File: src/design/sdkm_pkg.sv
`timescale 1ns / 1ps

package sdkm_pkg;

	localparam int unsigned DEPTH_DEF   = 64;
	localparam int unsigned QUEUE_DEPTH = 4;
	localparam int unsigned QUEUE_AW    = $clog2(QUEUE_DEPTH);
	localparam int unsigned QUEUE_CW    = $clog2(QUEUE_DEPTH + 1);

	typedef struct packed {
		logic [31:0] record_key;
		logic [15:0] grade;
		logic        last_record;
	} record_t;

	typedef struct packed {
		logic [31:0] out_key;
		logic [15:0] out_grade;
		logic        last_result;
		logic        overflow;
	} result_t;

	// classified record handed from the front to the back
	typedef struct packed {
		logic [31:0] key;
		logic [15:0] grade;
		logic        store;
		logic        last;
		logic        ovf;
	} cmd_t;

	typedef struct packed {
		logic [31:0] key;
		logic [15:0] grade;
	} entry_t;

	typedef enum logic [1:0] {
		ST_LOAD,
		ST_SCAN,
		ST_TAIL,
		ST_END
	} back_state_t;

endpackage

File: src/design/sdkm_front.sv
`timescale 1ns / 1ps

module sdkm_front #(
	parameter int unsigned DEPTH = sdkm_pkg::DEPTH_DEF
) (
	input  logic              clk,
	input  logic              arst_n,
	input  logic              push,
	output logic              full,
	input  sdkm_pkg::record_t record,
	input  logic              q_full,
	output logic              q_push,
	output sdkm_pkg::cmd_t    cmd
);

	localparam int unsigned CW = $clog2(DEPTH + 1);

	logic [CW-1:0] cnt_q;
	logic          ovf_q;
	logic          room;

	assign full   = q_full;
	assign q_push = push & ~q_full;
	assign room   = (cnt_q < CW'(DEPTH));

	always_comb begin
		cmd.key   = record.record_key;
		cmd.grade = record.grade;
		cmd.store = room;
		cmd.last  = record.last_record;
		cmd.ovf   = ovf_q | ~room;
	end

	always_ff @(posedge clk or negedge arst_n) begin
		if (!arst_n) begin
			cnt_q <= '0;
			ovf_q <= 1'b0;
		end else if (q_push) begin
			if (record.last_record) begin
				cnt_q <= '0;
				ovf_q <= 1'b0;
			end else if (room) begin
				cnt_q <= cnt_q + CW'(1);
			end else begin
				ovf_q <= 1'b1;
			end
		end
	end

endmodule

File: src/design/sdkm_queue.sv
`timescale 1ns / 1ps

module sdkm_queue (
	input  logic           clk,
	input  logic           arst_n,
	input  logic           wr,
	input  sdkm_pkg::cmd_t wr_data,
	output logic           full,
	input  logic           rd,
	output sdkm_pkg::cmd_t rd_data,
	output logic           empty
);

	sdkm_pkg::cmd_t                    slot_q [sdkm_pkg::QUEUE_DEPTH];
	logic [sdkm_pkg::QUEUE_AW-1:0]     wp_q;
	logic [sdkm_pkg::QUEUE_AW-1:0]     rp_q;
	logic [sdkm_pkg::QUEUE_CW-1:0]     cnt_q;
	logic                              do_wr;
	logic                              do_rd;

	assign full    = (cnt_q == sdkm_pkg::QUEUE_CW'(sdkm_pkg::QUEUE_DEPTH));
	assign empty   = (cnt_q == '0);
	assign do_wr   = wr & ~full;
	assign do_rd   = rd & ~empty;
	assign rd_data = slot_q[rp_q];

	always_ff @(posedge clk) begin
		if (do_wr) begin
			slot_q[wp_q] <= wr_data;
		end
	end

	always_ff @(posedge clk or negedge arst_n) begin
		if (!arst_n) begin
			wp_q  <= '0;
			rp_q  <= '0;
			cnt_q <= '0;
		end else begin
			if (do_wr) begin
				wp_q <= wp_q + sdkm_pkg::QUEUE_AW'(1);
			end
			if (do_rd) begin
				rp_q <= rp_q + sdkm_pkg::QUEUE_AW'(1);
			end
			unique case ({do_wr, do_rd})
				2'b10:   cnt_q <= cnt_q + sdkm_pkg::QUEUE_CW'(1);
				2'b01:   cnt_q <= cnt_q - sdkm_pkg::QUEUE_CW'(1);
				default: cnt_q <= cnt_q;
			endcase
		end
	end

endmodule

File: src/design/sdkm_back.sv
`timescale 1ns / 1ps

module sdkm_back #(
	parameter int unsigned DEPTH = sdkm_pkg::DEPTH_DEF
) (
	input  logic              clk,
	input  logic              arst_n,
	input  logic              q_empty,
	input  sdkm_pkg::cmd_t    cmd,
	output logic              q_pop,
	output logic              empty,
	input  logic              pop,
	output sdkm_pkg::result_t result
);

	localparam int unsigned AW = (DEPTH > 1) ? $clog2(DEPTH) : 1;
	localparam int unsigned CW = $clog2(DEPTH + 1);

	sdkm_pkg::back_state_t state_q, state_d;

	sdkm_pkg::entry_t mem [DEPTH];
	sdkm_pkg::entry_t rd_s1;
	logic             valid_s1;

	logic [CW-1:0] wr_q;
	logic [AW-1:0] addr_q;
	logic          found_q;
	logic          have_prev_q;
	logic          ovf_q;
	logic          out_valid_q;
	logic [31:0]   best_key_q;
	logic [15:0]   best_grade_q;
	logic [31:0]   prev_key_q;
	logic [15:0]   pend_grade_q;
	sdkm_pkg::result_t out_q;

	logic mem_we;
	logic rd_en;
	logic start_pass;
	logic take_best;
	logic emit;
	logic emit_last;
	logic finish;
	logic load_last;
	logic can_emit;
	logic cand;

	assign empty    = ~out_valid_q;
	assign result   = out_q;
	assign can_emit = ~out_valid_q | pop;
	assign cand     = ~have_prev_q | (rd_s1.key > prev_key_q);

	always_ff @(posedge clk or negedge arst_n) begin
		if (!arst_n) begin
			state_q <= sdkm_pkg::ST_LOAD;
		end else begin
			state_q <= state_d;
		end
	end

	always_comb begin
		state_d    = state_q;
		q_pop      = 1'b0;
		mem_we     = 1'b0;
		rd_en      = 1'b0;
		start_pass = 1'b0;
		take_best  = 1'b0;
		emit       = 1'b0;
		emit_last  = 1'b0;
		finish     = 1'b0;
		load_last  = 1'b0;
		unique case (state_q)
			sdkm_pkg::ST_LOAD: begin
				if (!q_empty) begin
					q_pop  = 1'b1;
					mem_we = cmd.store;
					if (cmd.last) begin
						load_last  = 1'b1;
						start_pass = 1'b1;
						state_d    = sdkm_pkg::ST_SCAN;
					end
				end
			end
			sdkm_pkg::ST_SCAN: begin
				rd_en = 1'b1;
				if ((CW'(addr_q) + CW'(1)) >= wr_q) begin
					state_d = sdkm_pkg::ST_TAIL;
				end
			end
			sdkm_pkg::ST_TAIL: begin
				state_d = sdkm_pkg::ST_END;
			end
			sdkm_pkg::ST_END: begin
				if (have_prev_q) begin
					if (can_emit) begin
						emit      = 1'b1;
						emit_last = ~found_q;
						if (found_q) begin
							take_best  = 1'b1;
							start_pass = 1'b1;
							state_d    = sdkm_pkg::ST_SCAN;
						end else begin
							finish  = 1'b1;
							state_d = sdkm_pkg::ST_LOAD;
						end
					end
				end else if (found_q) begin
					take_best  = 1'b1;
					start_pass = 1'b1;
					state_d    = sdkm_pkg::ST_SCAN;
				end else begin
					finish  = 1'b1;
					state_d = sdkm_pkg::ST_LOAD;
				end
			end
			default: state_d = sdkm_pkg::ST_LOAD;
		endcase
	end

	// record memory, one write and one registered read per cycle
	always_ff @(posedge clk) begin
		if (mem_we) begin
			mem[wr_q[AW-1:0]] <= '{key: cmd.key, grade: cmd.grade};
		end
		if (rd_en) begin
			rd_s1 <= mem[addr_q];
		end
	end

	always_ff @(posedge clk or negedge arst_n) begin
		if (!arst_n) begin
			wr_q        <= '0;
			addr_q      <= '0;
			valid_s1    <= 1'b0;
			found_q     <= 1'b0;
			have_prev_q <= 1'b0;
			ovf_q       <= 1'b0;
			out_valid_q <= 1'b0;
		end else begin
			valid_s1 <= rd_en;
			if (finish) begin
				wr_q <= '0;
			end else if (mem_we) begin
				wr_q <= wr_q + CW'(1);
			end
			if (load_last) begin
				ovf_q <= cmd.ovf;
			end
			if (start_pass) begin
				addr_q  <= '0;
				found_q <= 1'b0;
			end else begin
				if (rd_en) begin
					addr_q <= addr_q + AW'(1);
				end
				if (valid_s1 && cand) begin
					found_q <= 1'b1;
				end
			end
			if (finish) begin
				have_prev_q <= 1'b0;
			end else if (take_best) begin
				have_prev_q <= 1'b1;
			end
			if (emit) begin
				out_valid_q <= 1'b1;
			end else if (pop) begin
				out_valid_q <= 1'b0;
			end
		end
	end

	// running minimum above the previous key, largest grade among its copies
	always_ff @(posedge clk) begin
		if (valid_s1 && cand) begin
			if (!found_q || (rd_s1.key < best_key_q)) begin
				best_key_q   <= rd_s1.key;
				best_grade_q <= rd_s1.grade;
			end else if ((rd_s1.key == best_key_q) && (rd_s1.grade > best_grade_q)) begin
				best_grade_q <= rd_s1.grade;
			end
		end
		if (take_best) begin
			prev_key_q   <= best_key_q;
			pend_grade_q <= best_grade_q;
		end
		if (emit) begin
			out_q.out_key     <= prev_key_q;
			out_q.out_grade   <= pend_grade_q;
			out_q.last_result <= emit_last;
			out_q.overflow    <= ovf_q;
		end
	end

endmodule

File: src/design/sort_dedupe_keep_max_core.sv
`timescale 1ns / 1ps

// channel   | handshake              | payload
// ----------+------------------------+--------------------------------------------
// record    | push / full            | record_key, grade, last_record
// result    | pop / empty            | out_key, out_grade, last_result, overflow
//
// records enter a four-entry queue one a cycle unless full, then the record memory
// after the last record of a set, with n held and p distinct keys, the set takes p + 1
// scan passes over the n held records, one memory read a cycle on the single read port
// during that time the queue fills and full rises; records past the depth are dropped
// a stalled result holds the scan at the end of a pass until it is popped
// reset clears counters, queue and result valid; the memory contents are not cleared

module sort_dedupe_keep_max_core #(
	parameter int unsigned DEPTH = sdkm_pkg::DEPTH_DEF
) (
	input  logic              clk,
	input  logic              arst_n,
	input  logic              push,
	output logic              full,
	input  sdkm_pkg::record_t record,
	output logic              empty,
	input  logic              pop,
	output sdkm_pkg::result_t result
);

	sdkm_pkg::cmd_t q_wr_data;
	sdkm_pkg::cmd_t q_rd_data;
	logic           q_push;
	logic           q_full;
	logic           q_pop;
	logic           q_empty;

	sdkm_front #(
		.DEPTH(DEPTH)
	) u_front (
		.clk    (clk),
		.arst_n (arst_n),
		.push   (push),
		.full   (full),
		.record (record),
		.q_full (q_full),
		.q_push (q_push),
		.cmd    (q_wr_data)
	);

	sdkm_queue u_queue (
		.clk     (clk),
		.arst_n  (arst_n),
		.wr      (q_push),
		.wr_data (q_wr_data),
		.full    (q_full),
		.rd      (q_pop),
		.rd_data (q_rd_data),
		.empty   (q_empty)
	);

	sdkm_back #(
		.DEPTH(DEPTH)
	) u_back (
		.clk     (clk),
		.arst_n  (arst_n),
		.q_empty (q_empty),
		.cmd     (q_rd_data),
		.q_pop   (q_pop),
		.empty   (empty),
		.pop     (pop),
		.result  (result)
	);

	a_no_push_when_full: assert property (@(posedge clk) disable iff (!arst_n)
		q_full |-> !q_push)
		else $error("front pushed into a full queue");

	a_no_pop_when_empty: assert property (@(posedge clk) disable iff (!arst_n)
		q_empty |-> !q_pop)
		else $error("back popped an empty queue");

	a_result_held: assert property (@(posedge clk) disable iff (!arst_n)
		(!empty && !pop) |=> (!empty && $stable(result)))
		else $error("waiting transaction changed before it was popped");

endmodule
File: config.mk
export PLATFORM = sky130hd
export DESIGN_NAME = sort_dedupe_keep_max_core
export DESIGN_NICKNAME = d
export VERILOG_FILES = /design/src/design/sdkm_pkg.sv /design/src/design/sdkm_front.sv /design/src/design/sdkm_queue.sv /design/src/design/sdkm_back.sv /design/src/design/sort_dedupe_keep_max_core.sv
export SDC_FILE = /design/constraint.sdc
export NUM_CORES = 2
export LEC_CHECK = 0
export BUFFER_PORTS_ARGS = -buffer_cell sky130_fd_sc_hd__buf_2
export CORE_MARGIN = 4
export CORE_UTILIZATION = 57
export CTS_CLUSTER_DIAMETER = 80
export DETAILED_ROUTE_END_ITERATION = 12
export PLACE_DENSITY_LB_ADDON = 0.2
export SYNTH_ARGS = -nofsm -noshare
export SYNTH_HDL_FRONTEND = slang
export SYNTH_SLANG_ARGS = --single-unit
File: constraint.sdc
create_clock -name clk -period 4.4 [get_ports clk]
set_input_delay 0.88 -clock clk [delete_from_list [all_inputs] [get_ports clk]]
set_output_delay 0.88 -clock clk [all_outputs]
set_load 0.01 [all_outputs]
==> flow_metrics.env <==
export IMPL_cts_resized_gates=0
export IMPL_crit_path_top_delay_cell="dfrtp_4"
export IMPL_synthCells=5909
export IMPL_hold_viol=0
export IMPL_via_per_inst=6.71
export IMPL_met2_usage_pct=43.6
export IMPL_drtIter0Drc=9947
export IMPL_period_needed_ns=4.06
export IMPL_htreeDepth=5
export IMPL_relSlewSlack_pct=6.31
export IMPL_ios=105
export IMPL_cts_tree="done"
export IMPL_mostFrequentLayoutCell="edfxtp_1"
export IMPL_ys_flop_type="edfxtp_1"
export IMPL_min_delay_start="record[34]"
export IMPL_clkTransAtPathRegs_ns=0.06
export IMPL_worst_ep_required_time_ns=4.99
export IMPL_top_usage_layer="met2"
export IMPL_dr_pass1_iters=5
export IMPL_cts_buffers=359
export IMPL_synth_cell_area_um2=134000
export IMPL_grt_overflow=0
export IMPL_die_area_um2=243000
export IMPL_antenna_found_initial=23
export IMPL_cpMostUsedCell="mux4_2"
export IMPL_cts_sinks=3505
export IMPL_power_density_nw_per_um2=685
export IMPL_cp_cell_sequence="buf_12 > buf_4 > mux4_2 > mux4_2 > o22ai_1 > nor2_1"
export IMPL_die_y_um=493
export IMPL_area_growth_pct=13.6
export IMPL_status="complete, no violations"
export IMPL_p_leak_nw=48.3
export IMPL_grt_setup_unrepaired="false"
export IMPL_place_congestion=0.832
export IMPL_grt_max_degree=82
export IMPL_maxCapViolCount=0
export IMPL_cts_root_buf="clkbuf_16"
export IMPL_reg2reg_from="u_back.addr_q[0]"
export IMPL_grt_usage_pct=28.3
export IMPL_slew_viol_final=0
export IMPL_setup_tns_ns=0
export IMPL_grt_pass1_wl_um=486000
export IMPL_clock_path_buffers=4
export IMPL_grt_pass1_vias=65300
export IMPL_fmax_mhz=247
export IMPL_period_share_pct=92.2
export IMPL_total_power_mw=104
export IMPL_cp_start_kind="flop"
export IMPL_worst_skew_pair_late_latency_ns=0.96
export IMPL_synth_edf_count=3470
export IMPL_num_vias=65600
export IMPL_drcViolationCount=0
export IMPL_synth_seq_cells=3505
export IMPL_port_buffers=104
export IMPL_mostFrequentLayoutCells="edfxtp_1, mux4_2, clkbuf_16"
export IMPL_dieWidth_um=493
export IMPL_startpoint="u_back.addr_q[0]"
export IMPL_rows=177
export IMPL_multi_input_area_um2=27400
export IMPL_synth_seq_area_share_pct=78.5
export IMPL_min_delay_path_class="in2reg"
export IMPL_arrival_ns=4.65
export IMPL_drt_total_wl_um=342000
export IMPL_routedWlPerCell_um=34.9
export IMPL_n_fill_cell=14900
export IMPL_clock_skew_ns=0.0619
export IMPL_yosysWarnings=0
export IMPL_start_util_pct=57.4
export IMPL_end_kind="flop"
export IMPL_worstSetupPathType="reg2reg"
export IMPL_critical_path_max_stage_delay_ns=0.74
export IMPL_met3_usage_pct=6.04
export IMPL_tightestPinTransition_ns=1.41
export IMPL_synth_distinct_cells=59
export IMPL_core_area_um2=233000
export IMPL_avgSynthCellArea_um2=22.6
export IMPL_vdd_drop_max_uv=832
export IMPL_final_layout_size_suffix_gt1_share_pct=27.2
export IMPL_dp_hpwl_um=189000
export IMPL_drtAntennaViolNets=0
export IMPL_globalRouteMet1Util_pct=42.3
export IMPL_nets=6536
export IMPL_regArea_um2=105000
export IMPL_mappedNetlistNets=6061
export IMPL_async_reset_ff_share_pct=0.999
export IMPL_path_max_fanout=34
export IMPL_finalSetupViolCount=0
area by class of cell:
cell class,instances,share of cell area (%)
Antenna cell,6,0.00988
Clock buffer,448,6.25
Clock inverter,171,1.10
Inverter,101,0.254
Multi-Input combinational cell,2004,18.1
Sequential cell,3505,69.2
Tap cell,3132,2.58
Timing Repair Buffer,413,2.60
sequential cells by signal, indices dropped and copies added, names as in the netlist:
register and flops:
u_queue.rp_q 2, u_queue.cnt_q 3, u_front.cnt_q 7, u_back.prev_key_q 32, u_back.ovf_q 1, u_back.best_grade_q 16, u_back.valid_s1 1, u_back.result 50
u_queue.slot_q 204, u_back.have_prev_q 1, u_back.pend_grade_q 16, u_back.mem 3072, u_back.best_key_q 32, u_back.rd_s1 48, u_back.out_valid_q 1, u_back.addr_q 6
u_queue.wp_q 2, u_back.state_q 2, u_front.ovf_q 1, u_back.wr_q 7, u_back.found_q 1
repair_timing:
item / in CTS / in global routing
endpoints found under the setup margin: 0 / 0
setup buffers: 0 / 0
hold endpoints to repair: 13 / 0
hold buffers: 1 / 0
power by group:
| group | internal, mW | total (mW) | switching, mW |
|---|---|---|---|
| combinational | 10.5 | 28.7 | 18.2 |
| sequential | 45.0 | 46.1 | 1.17 |
| clock | 17.1 | 29.2 | 12.1 |
cell families (layout without fill, tap and decap cells):
group | Yosys count | count (layout) | synth area share, %
multiplexers | 1013 | 1013 | 15.3
buffers and inverters | 400 | 1133 | 1.38
AO/OA/AOI/OAI | 483 | 483 | 2.45
XOR/XNOR | 21 | 21 | 0.137
AND/OR/NAND/NOR | 388 | 388 | 1.29
adder cells (fa/ha/maj) | 99 | 99 | 0.931
flip-flops | 3505 | 3505 | 78.5
other | 0 | 6 | 0
per-stage QoR:
step	cell area, µm²	std cells	hold slack (ns)	worst slack (ns)	utilization [%]
floorplan	134000	5909	0.400	0.147	-
global placement	141000	9154	0.402	0.338	60.4
detailed placement	141000	9154	0.407	0.384	60.4
CTS	152000	9774	0.0759	0.381	65.2
global route	152000	9775	0.102	0.162	65.2
finish	152000	9780	0.144	0.345	65.2
critical path: cells and delay by family (launching register included):
family                 cells  cell delay (ns)
multiplexers               2             1.06
AND/OR/NAND/NOR            1             0.42
buffers and inverters      2             0.68
AO/OA/AOI/OAI              1             0.73
flip-flops                 1             0.74
synth_stat cells (4+ instances only):
| library cell | n | area share, % |
|---|---|---|
| o22ai_1 | 87 | 0.41 |
| ha_1 | 98 | 0.92 |
| buf_2 | 69 | 0.26 |
| mux4_2 | 825 | 14 |
| a211oi_1 | 17 | 0.095 |
| xnor2_1 | 14 | 0.092 |
| a311oi_1 | 4 | 0.026 |
| a2111oi_0 | 4 | 0.026 |
| and3_1 | 5 | 0.023 |
| a211o_1 | 9 | 0.059 |
| nand2b_1 | 7 | 0.033 |
| buf_4 | 50 | 0.28 |
| a21o_1 | 8 | 0.045 |
| buf_6 | 10 | 0.084 |
| mux2i_1 | 186 | 1.4 |
| a22oi_1 | 23 | 0.13 |
| nand2_1 | 107 | 0.30 |
| nor4_1 | 5 | 0.023 |
| buf_1 | 37 | 0.10 |
| o21a_1 | 4 | 0.022 |
| xor2_1 | 7 | 0.046 |
| dfrtp_1 | 35 | 0.65 |
| nand3_1 | 37 | 0.14 |
| nand4_1 | 18 | 0.084 |
| o221ai_1 | 119 | 0.78 |
| nor2b_1 | 18 | 0.084 |
| a31oi_1 | 4 | 0.019 |
| nor3_1 | 37 | 0.14 |
| and2_1 | 6 | 0.028 |
| edfxtp_1 | 3470 | 78 |
| inv_1 | 100 | 0.28 |
| o21ai_0 | 52 | 0.19 |
| clkbuf_1 | 132 | 0.37 |
| o211ai_1 | 17 | 0.095 |
| nor2_1 | 139 | 0.39 |
| a21oi_1 | 118 | 0.44 |
worst paths after layout:
| kind | depth (start not counted) | slack [ns] | endpoint |
|---|---|---|---|
| hold reg to reg | 0 | 0.42 | u_back.result[3] |
| max in group asynchronous | 3 | 3.13 | u_back.addr_q[3] |
| min in group asynchronous | 2 | 0.42 | u_back.ovf_q |
| setup reg to reg | 6 | 0.34 | u_back.rd_s1[6] |
| hold / removal | 1 | 0.14 | u_queue.slot_q[0][36] |
| setup / recovery | 6 | 0.34 | u_back.rd_s1[6] |
layer usage:
metal | vias up | wire length, µm
met5 | - | 48
met2 | 4030 | 161000
met4 | 8 | 9140
met3 | 635 | 38900
met1 | 34900 | 133000
li1 | 26100 | -
Power figures use the tool's default switching activity.
